### src/tcr_pkg.sv
`default_nettype none

package tcr_pkg;

    // field widths of the stream payload
    localparam int OP_W     = 2;
    localparam int COORD_W  = 16;
    localparam int SEL_W    = 5;
    localparam int BITS_W   = 32;
    localparam int S_DATA_W = 104;
    localparam int M_DATA_W = 40;

    // vertex, edge and pixel offsets on the common grid
    localparam int VW = 24;
    // edge function and cross product width
    localparam int EW = 2 * VW;

    localparam int ONE_Q12    = 4096;
    // one pixel step is two units of q12 one
    localparam int STEP_SHIFT = 13;

    typedef enum logic [OP_W-1:0] {
        OP_CLEAR = 2'd0,
        OP_DRAW  = 2'd1,
        OP_READ  = 2'd2,
        OP_NOP   = 2'd3
    } op_t;

    typedef enum logic [1:0] {
        MUL_DEN,
        MUL_F1,
        MUL_F2
    } mul_sel_t;

    typedef enum logic [1:0] {
        STORE_NONE,
        STORE_DEN,
        STORE_F1,
        STORE_F2
    } store_sel_t;

    typedef struct packed {
        logic       load;
        logic       clear_map;
        logic       edge_en;
        logic       mul_en;
        mul_sel_t   mul_sel;
        store_sel_t store_sel;
        logic       e3_init;
        logic       row_start;
        logic       pix;
        logic       row_write;
        logic       read_row;
        logic       out_load;
    } cmd_t;

    typedef struct packed {
        logic den_zero;
        logic col_last;
        logic row_last;
    } status_t;

endpackage

`default_nettype wire

### src/tcr_ctrl.sv
`default_nettype none

module tcr_ctrl (
    input  wire logic             clk,
    input  wire logic             rst_n,
    input  wire logic             s_tvalid,
    output logic                  s_tready,
    input  wire tcr_pkg::op_t     operation,
    output logic                  m_tvalid,
    input  wire logic             m_tready,
    input  wire tcr_pkg::status_t status,
    output tcr_pkg::cmd_t         cmd
);

    typedef enum logic [3:0] {
        S_IDLE,
        S_EDGE,
        S_MUL_DEN,
        S_MUL_F1,
        S_MUL_F2,
        S_STORE_F2,
        S_CHECK,
        S_ROW_RD,
        S_SWEEP,
        S_ROW_WR,
        S_RD_ISSUE,
        S_RD_DONE
    } state_t;

    state_t state_reg;
    state_t state_next;
    logic   m_tvalid_reg;
    logic   m_tvalid_next;
    logic   accept;

    assign s_tready = (state_reg == S_IDLE);
    assign accept   = s_tvalid && s_tready;
    assign m_tvalid = m_tvalid_reg;

    always_comb
    begin
        cmd        = '0;
        state_next = state_reg;
        unique case (state_reg)
            S_IDLE:
            begin
                if (accept)
                begin
                    unique case (operation)
                        tcr_pkg::OP_CLEAR:
                        begin
                            cmd.clear_map = 1'b1;
                        end
                        tcr_pkg::OP_DRAW:
                        begin
                            cmd.load   = 1'b1;
                            state_next = S_EDGE;
                        end
                        tcr_pkg::OP_READ:
                        begin
                            cmd.load   = 1'b1;
                            state_next = S_RD_ISSUE;
                        end
                        tcr_pkg::OP_NOP:
                        begin
                            state_next = S_IDLE;
                        end
                        default:
                        begin
                            state_next = S_IDLE;
                        end
                    endcase
                end
            end
            S_EDGE:
            begin
                cmd.edge_en = 1'b1;
                state_next  = S_MUL_DEN;
            end
            S_MUL_DEN:
            begin
                cmd.mul_en  = 1'b1;
                cmd.mul_sel = tcr_pkg::MUL_DEN;
                state_next  = S_MUL_F1;
            end
            S_MUL_F1:
            begin
                cmd.mul_en    = 1'b1;
                cmd.mul_sel   = tcr_pkg::MUL_F1;
                cmd.store_sel = tcr_pkg::STORE_DEN;
                state_next    = S_MUL_F2;
            end
            S_MUL_F2:
            begin
                cmd.mul_en    = 1'b1;
                cmd.mul_sel   = tcr_pkg::MUL_F2;
                cmd.store_sel = tcr_pkg::STORE_F1;
                state_next    = S_STORE_F2;
            end
            S_STORE_F2:
            begin
                cmd.store_sel = tcr_pkg::STORE_F2;
                state_next    = S_CHECK;
            end
            S_CHECK:
            begin
                cmd.e3_init = 1'b1;
                state_next  = status.den_zero ? S_IDLE : S_ROW_RD;
            end
            S_ROW_RD:
            begin
                cmd.row_start = 1'b1;
                state_next    = S_SWEEP;
            end
            S_SWEEP:
            begin
                cmd.pix = 1'b1;
                if (status.col_last)
                begin
                    state_next = S_ROW_WR;
                end
            end
            S_ROW_WR:
            begin
                cmd.row_write = 1'b1;
                state_next    = status.row_last ? S_IDLE : S_ROW_RD;
            end
            S_RD_ISSUE:
            begin
                cmd.read_row = 1'b1;
                state_next   = S_RD_DONE;
            end
            S_RD_DONE:
            begin
                if (!m_tvalid_reg || m_tready)
                begin
                    cmd.out_load = 1'b1;
                    state_next   = S_IDLE;
                end
            end
            default:
            begin
                state_next = S_IDLE;
            end
        endcase
    end

    always_comb
    begin
        if (cmd.out_load)
        begin
            m_tvalid_next = 1'b1;
        end
        else if (m_tready)
        begin
            m_tvalid_next = 1'b0;
        end
        else
        begin
            m_tvalid_next = m_tvalid_reg;
        end
    end

    always_ff @(posedge clk or negedge rst_n)
    begin
        if (!rst_n)
        begin
            state_reg    <= S_IDLE;
            m_tvalid_reg <= 1'b0;
        end
        else
        begin
            state_reg    <= state_next;
            m_tvalid_reg <= m_tvalid_next;
        end
    end

endmodule

`default_nettype wire

### config.mk
export PLATFORM = sky130hd
export DESIGN_NAME = tcr_ctrl
export DESIGN_NICKNAME = d
export VERILOG_FILES = /design/src/tcr_pkg.sv /design/src/tcr_ctrl.sv
export SDC_FILE = /design/constraint.sdc
export NUM_CORES = 1
export LEC_CHECK = 0
export BUFFER_PORTS_ARGS = -buffer_cell sky130_fd_sc_hd__buf_4
export CORE_MARGIN = 3
export CORE_UTILIZATION = 39
export DETAILED_ROUTE_END_ITERATION = 10
export PLACE_DENSITY = 0.68
export SLEW_MARGIN = 10
export SYNTH_ARGS = -nofsm -noshare
export SYNTH_HDL_FRONTEND = slang
export SYNTH_SLANG_ARGS = --single-unit
### constraint.sdc
create_clock -name clk -period 1.32 [get_ports clk]
set_input_delay 0.132 -clock clk [delete_from_list [all_inputs] [get_ports clk]]
set_output_delay 0.132 -clock clk [all_outputs]
set_load 0.03 [all_outputs]
# Word level (Yosys, flattened, before mapping)
# Cells that the tools add are included.
[word_totals]
mem_count = 0
mem_bits_rw = 0
output_inout_bits = 16
reg_bits = 5
in_bits = 9
latchBits = 0
word_cells = 51
rom_bits = 0
[classes]
multipliers = 0
div_mod_pow = 0
bitwise = 0
n_reduce_logical = 8
mux = 23
order_cmp = 0
eq_ne = 18
shift = 0
add_sub_neg = 0
[ops]
columns = ["op", "count"]
rows = [
  ["4-bit one-hot mux with 12 select lines", 1],
  ["4-bit by 3-bit equality test with 1-bit output, second input constant", 4],
  ["4-bit equality test, second input constant", 4],
  ["1-bit two-way mux", 12],
  ["4-bit two-way mux", 3],
  ["4-bit one-hot mux with 3 select lines", 1],
  ["3-bit one-hot mux with 3 select lines", 1],
  ["4-bit by 2-bit equality test with 1-bit output, second input constant", 2],
  ["3-bit two-way mux", 2],
  ["2-bit one-hot mux with 3 select lines", 1],
  ["2-bit equality test, second input constant", 2],
  ["4-bit by 1-bit equality test with 1-bit output, second input constant", 1],
  ["4-bit logical NOT", 1],
  ["2-bit two-way mux", 2],
  ["2-bit != test, second input constant", 2],
  ["4-bit by 1-bit != test with 1-bit output, second input constant", 1],
  ["4-bit AND reduction", 1],
  ["2-bit by 1-bit equality test with 1-bit output, second input constant", 1],
  ["2-bit logical NOT", 1],
  ["2-bit by 1-bit != test with 1-bit output, second input constant", 1],
  ["2-bit nonzero test", 1],
  ["2-bit OR reduction", 1],
  ["1-bit logical AND", 1],
  ["1-bit logical NOT", 1],
  ["1-bit logical OR", 1],
]

# Longest topological paths before layout
# Gate-level depths: netlist (run 1).
[depth]
depth_word = 5
depth_mapped = 6
ltp_nobuf = 6

# Worst setup path before layout (run 1)
# OpenSTA, ideal clock, no wires.
[synth_timing]
path_kind = "reg2out"
startpoint = "reg state_reg[1]"
endpoint = "out cmd[12] (netlist name)"
t_required_ns = 1.188
arrival_ns = 1.614
stages_incl_launch_ff = 3
n_path_buf = 0
slack_ns = -0.426
path_cell_list = "dfrtp_1 nor4_2 and3_1"
[synth_lines]
columns = ["element", "line_no", "text"]
rows = [
  ["from (decl)", "tcr_ctrl.sv:30", "state_t state_reg;"],
  ["from (signal assigned)", "tcr_ctrl.sv:173", "state_reg <= state_next;"],
  ["to (decl)", "tcr_ctrl.sv:12", "output tcr_pkg::cmd_t cmd"],
]

==> results of run 1 <==
-- cells in the mapped netlist, drive strengths merged --
library cell / n / area, µm²
xnor2: 1 / 8.760
o22ai: 1 / 6.260
nand2: 4 / 15.01
nand2b: 5 / 33.78
a311oi: 1 / 8.760
ha: 5 / 62.56
nor3b: 1 / 7.510
o21ai: 1 / 5.000
or2: 1 / 6.260
or3: 1 / 6.260
o31ai: 2 / 15.01
and2: 1 / 6.260
inv: 3 / 11.26
o21a: 1 / 7.510
a21oi: 6 / 30.03
nor4: 1 / 12.51
nand3: 1 / 5.000
dfrtp: 5 / 125.1
nor3: 8 / 40.04
nor2b: 4 / 25.02
o32a: 1 / 10.01
clkbuf: 1 / 7.510
o2bb2ai: 3 / 32.53
nor2: 9 / 33.78
buf: 4 / 25.02
and3: 2 / 12.51
-- cell type report --
| type | instances | area [µm²] |
|---|---|---|
| multi-input combinational | 60 | 599.3 |
| tap | 15 | 18.77 |
| inverter | 3 | 11.26 |
| fill | 27 | 46.29 |
| timing repair buffer | 51 | 486.7 |
| clock buffer | 4 | 26.28 |
| sequential | 5 | 128.9 |
-- cells in the final DEF (no fill, tap or decap), types with 2 or more instances in the layout --
cell and instances:
a21oi_1 3, a21oi_2 3, buf_4 24, buf_6 25, clkbuf_4 3, dfrtp_1 2
dfrtp_2 3, ha_1 5, inv_1 2, nand2_1 3, nand2b_4 4, nor2_1 3
nor2_4 5, nor2b_1 2, nor2b_4 2, nor3_2 4, nor3_4 3, o2bb2ai_2 2
o31ai_1 2
-- metal layers --
metal	routed length [µm]	GRT usage, %	part of all wire (%)
met3	144	2.905	4.6
met5	0	0	0
met2	1660	45.93	53
met1	1172	25.69	38
met4	146	16.87	4.7
-- logic make-up after synthesis --
family	share of synthesized area, %
DFF	22.37
and+or+nand+nor	36.46
adders and majority gates	11.19
buffers and inverters	7.830
AOI/OAI and AO/OA	20.58
xor gates and xnor gates	1.566
-- through the flow --
stage | instance area [µm²] | setup WS, ns | hold slack, ns
CTS | 1160 | -0.2223 | 0.2161
floorplan | 633.1 | -0.1893 | -0.1636
global placement | 927.1 | -0.04630 | -0.06375
detailed placement | 927.1 | -0.06196 | -0.06174
global route | 1271 | -0.3610 | 0.2198
finish | 1271 | -0.3603 | 0.2200
-- critical path: cells and delay by family, from the launching register on --
| family | cells | cell delay, ns |
|---|---|---|
| DFF | 1 | 0.45 |
| buffers and inverters | 2 | 0.34 |
| and+or+nand+nor | 3 | 0.49 |
-- final timing paths --
kind,startpoint,endpoint,slack (ns),depth (start not counted)
max,state_reg[0],cmd[0],-0.36,5
min,rst_n,state_reg[3],0.22,2
max reg2reg,state_reg[0],state_reg[0],-0.16,5
min reg2reg,m_tvalid,m_tvalid,0.67,2
max in group asynchronous,rst_n,state_reg[0],0.98,2
min in group clk,status[2],state_reg[2],0.31,4
-- power by group through the flow --
stage | Combinational, µW | Clock [µW] | Sequential, µW
2_1_floorplan | 1210 | 0 | 321
3_3_place_gp | 1830 | 0 | 345
3_5_place_dp | 1860 | 0 | 349
4_1_cts | 2420 | 190 | 336
5_1_grt | 3050 | 195 | 360
6_report | 2930 | 192 | 351
-- what timing repair did --
action,CTS,global route
setup buffers,9,1
setup endpoints to repair,17,19
resized for setup,36,24
pin swaps,11,4
hold buffers,1,0
endpoints found under the hold margin,5,0
==> flow_metrics.tcl, run 1 <==
set metrics [dict create \
    slew_headroom_pct 77.93 \
    clk_path_buf_depth 2 \
    antenna_found_initial 0 \
    crit_slowest_cell "dfrtp_2" \
    fin_cells 138 \
    arrival_ns 1.55 \
    die_x_um 43.87 \
    finClkSkew_ns 0.002623 \
    die_y_um 43.87 \
    peakVddDrop_v 0.001803 \
    wl_mm 3.125 \
    ant_nets 0 \
    fin_crit_ns 1.680 \
    drt_iter0_markers 19 \
    finalMaxSlewViolations 0 \
    areaGrowthSynthToFinish_pct 127.3 \
    setup_ws_ns -0.3603 \
    htree_levels 1 \
    cts_tree "done" \
    pwr-share-comb_pct 84.4 \
    portBuffers 24 \
    setup_viol 18 \
    grt_overflow 0 \
    cts_inserted_buffers 3 \
    crit_chain "buf_6 -> nand2_4 -> or2_4 -> nor2b_1 -> buf_4" \
    wire_per_inst_um 22.64 \
    synth_cell_types 30 \
    largest_register_ffs 4 \
    power_density_nw_per_um2 2736 \
    syn_area_um2 559.3 \
    yosys_warnings 0 \
    path_clk_slew_ns 0.05 \
    cp.required_ns 1.19 \
    status "complete, but fails checks" \
    grt_first_pass_wirelength_mm 3.567 \
    initial_core_util_pct 42.45 \
    seq_area_frac_synth_pct 22.37 \
    cts.sinks 5 \
    synth_nets 87 \
    ys_ff_latch 5 \
    vias_per_cell 5.906 \
    finalPower_uw 3478 \
    setup_tns_ns -2.947 \
    grt_max_degree 11 \
    startpoint_type "flip-flop" \
    cts-root-buf "clkbuf_4" \
    vias 815 \
    remaining_drc_errors 0 \
    synth_cells 73 \
    timing.final.crit_share_pct 127.3 \
    drive_gt1_share_pct 71.54 \
    crit_type "reg -> out" \
    drv_cap 0 \
    final_util_pct 96.49 \
    finalNetCount 138 \
    p_sw_share_pct 50.19 \
    violations "setup timing" \
    slowest_delay_ns 0.45 \
    firstDrtPassIters 4 \
    pin_count 25 \
    diodes 0 \
    core_region_area_um2 1318 \
    p_leak_uw 0.0005823 \
    hold_viol_final 0 \
    worstPathMaxFanout 5 \
    grt_pass1_vias 819 \
    end_kind "primary output" \
    clk_latency_ns 0.25 \
    clkPwrFrac_pct 5.5 \
    post-place-cells 124 \
    dieArea_um2 1925 \
    gp_congestion 0.8042 \
    tightest_slew_ns 0.3283 \
    grt_setup_unrepaired "true" \
    p_seq_share_pct 10.1 \
    rows 13 \
    fmax_ghz 0.5951 \
    syn_area_per_cell_um2 7.661 \
    power.switching_uw 1745 \
    hold_class "in -> async" \
    grt_use_total_pct 24.94 \
    internal_power_uw 1732 \
    dp_hpwl_mm 1.372 \
]
Power figures use the tool's default switching activity.
==> inputs of run 2 (changes only) <==
--- a/config.mk
+++ b/config.mk
@@ -5,11 +5,11 @@
 export SDC_FILE = /design/constraint.sdc
 export NUM_CORES = 1
 export LEC_CHECK = 0
-export BUFFER_PORTS_ARGS = -buffer_cell sky130_fd_sc_hd__buf_4
 export CORE_MARGIN = 3
 export CORE_UTILIZATION = 39
 export DETAILED_ROUTE_END_ITERATION = 10
-export PLACE_DENSITY = 0.68
+export DONT_BUFFER_PORTS = 1
+export PLACE_DENSITY = 0.52
 export SLEW_MARGIN = 10
 export SYNTH_ARGS = -nofsm -noshare
 export SYNTH_HDL_FRONTEND = slang
==> flow_metrics.tcl, run 2 (synthesis results as in run 1) <==
set metrics [dict create \
    path_clk_slew_ns 0.06 \
    fmax_ghz 0.6366 \
    remaining_drc_errors 0 \
    worstPathMaxFanout 4 \
    clk_latency_ns 0.25 \
    setup_viol 19 \
    setup_ws_ns -0.2509 \
    dp_hpwl_mm 1.188 \
    wl_mm 2.274 \
    die_x_um 43.87 \
    clkPwrFrac_pct 6.1 \
    p_sw_share_pct 49.10 \
    reg2reg_from "state_reg[2]" \
    slew_headroom_pct 78.41 \
    vias_per_cell 5.847 \
    dieArea_um2 1925 \
    drv_cap 0 \
    diodes 0 \
    post-place-cells 109 \
    htree_levels 1 \
    crit_slowest_cell "dfrtp_1" \
    cts-root-buf "clkbuf_4" \
    core_region_area_um2 1318 \
    grt_overflow 0 \
    r2r_slack_ns -0.21 \
    fin_area_um2 1137 \
    timing.hold.ws_ns 0.1893 \
    initial_core_util_pct 42.45 \
    firstDrtPassIters 4 \
    pwr-share-comb_pct 83.4 \
    wire_per_inst_um 18.34 \
    areaGrowthSynthToFinish_pct 103.4 \
    hold_class "in -> async" \
    internal_power_uw 1645 \
    tightest_slew_ns 0.3220 \
    portBuffers 0 \
    p_leak_uw 0.0005003 \
    timing.final.crit_share_pct 119.0 \
    grt_max_degree 11 \
    antenna_found_initial 0 \
    r2r_end "state_reg[3]" \
    finalMaxSlewViolations 0 \
    grt_pass1_vias 698 \
    peakVddDrop_v 0.002051 \
    gp_congestion 0.8733 \
    drive_gt1_share_pct 66.97 \
    grt_first_pass_wirelength_mm 3.491 \
    critPathMostFrequentCell "buf_6" \
    final_cell_mix "buf_4 (18), buf_6 (16), ha_1 (5)" \
    cts.sinks 5 \
    clk_path_buf_depth 2 \
    violations "setup timing" \
    hold_viol_final 0 \
    fin_cells 124 \
    status "complete, but fails checks" \
    finClkSkew_ns 0.007543 \
    slowest_delay_ns 0.42 \
    startpoint_type "flip-flop" \
    power_density_nw_per_um2 2842 \
    ant_nets 0 \
    die_y_um 43.87 \
    cts_inserted_buffers 3 \
    rows 13 \
    reg2regPathDepth 7 \
    arrival_ns 1.44 \
    drt_iter0_markers 15 \
    place_area_um2 827.0 \
    final_util_pct 86.32 \
    crit_chain "buf_6 -> nor4_4 -> and3_1 -> buf_6" \
    grt_use_total_pct 24.39 \
    largest_register_ffs 4 \
    final_common_cell "buf_4" \
    power.switching_uw 1587 \
    cts_tree "done" \
    end_kind "primary output" \
    cp.required_ns 1.19 \
    crit_type "reg -> out" \
    fin_crit_ns 1.571 \
    grt_setup_unrepaired "true" \
    finalPower_uw 3232 \
    pin_count 25 \
    fillers 69 \
    p_seq_share_pct 10.5 \
    vias 725 \
    finalNetCount 124 \
]
run 2: worst max-delay path by stage:
stage / depth (start not counted) / endpoint / startpoint
2_1_floorplan: 2 / cmd[12] / state_reg[2]
3_3_place_gp: 5 / state_reg[0] / state_reg[1]
3_5_place_dp: 4 / cmd[0] / state_reg[2]
4_1_cts: 4 / cmd[12] / state_reg[2]
5_1_grt: 4 / cmd[12] / state_reg[2]
6_report: 4 / cmd[12] / state_reg[2]
run 2: per-layer routing:
layer	vias to the layer above	GRT usage, %	share of wire [%]
li1	330	-	-
met1	343	28.82	37
met2	44	45.06	54
met3	8	4.979	6.5
met4	0	4.217	2.4
met5	-	0	0
run 2: metrics by stage:
step	TNS, ns	setup WS [ns]
floorplan	-0.8583	-0.1893
global placement	-0.007344	-0.007344
detailed placement	-0.04529	-0.04529
CTS	-1.966	-0.2172
global route	-3.613	-0.3036
finish	-2.942	-0.2509
run 2: power by group through the flow:
stage | Sequential [µW] | Clock [µW] | Combinational [µW]
floorplan | 321 | 0 | 1210
global placement | 321 | 0 | 1780
detailed placement | 322 | 0 | 1790
CTS | 331 | 176 | 2420
global route | 341 | 203 | 2840
finish | 341 | 196 | 2700
run 2: layout make-up:
type                    instances  area, µm²  area share, %
well taps                      15      18.77          1.650
multi-input cells              60      589.3          51.82
flip-flops and latches          5      128.9          11.33
repair buffers                 37      360.3          31.68
clock buffers                   4      26.28          2.310
inverters                       3      13.76          1.210
run 2: worst max-delay path, delay by kind of cell (launching register included):
kind / cells / cell delay, ns
buffers and inverters: 2 / 0.27
DFF: 1 / 0.42
and+or+nand+nor: 2 / 0.51
run 2: what timing repair did:
item / CTS / global route
setup buffers: 9 / 1
setup endpoints to repair: 17 / 19
pin swaps: 8 / 2
hold buffers: 1 / 0
resized for setup: 34 / 13
hold endpoints to repair: 5 / 0
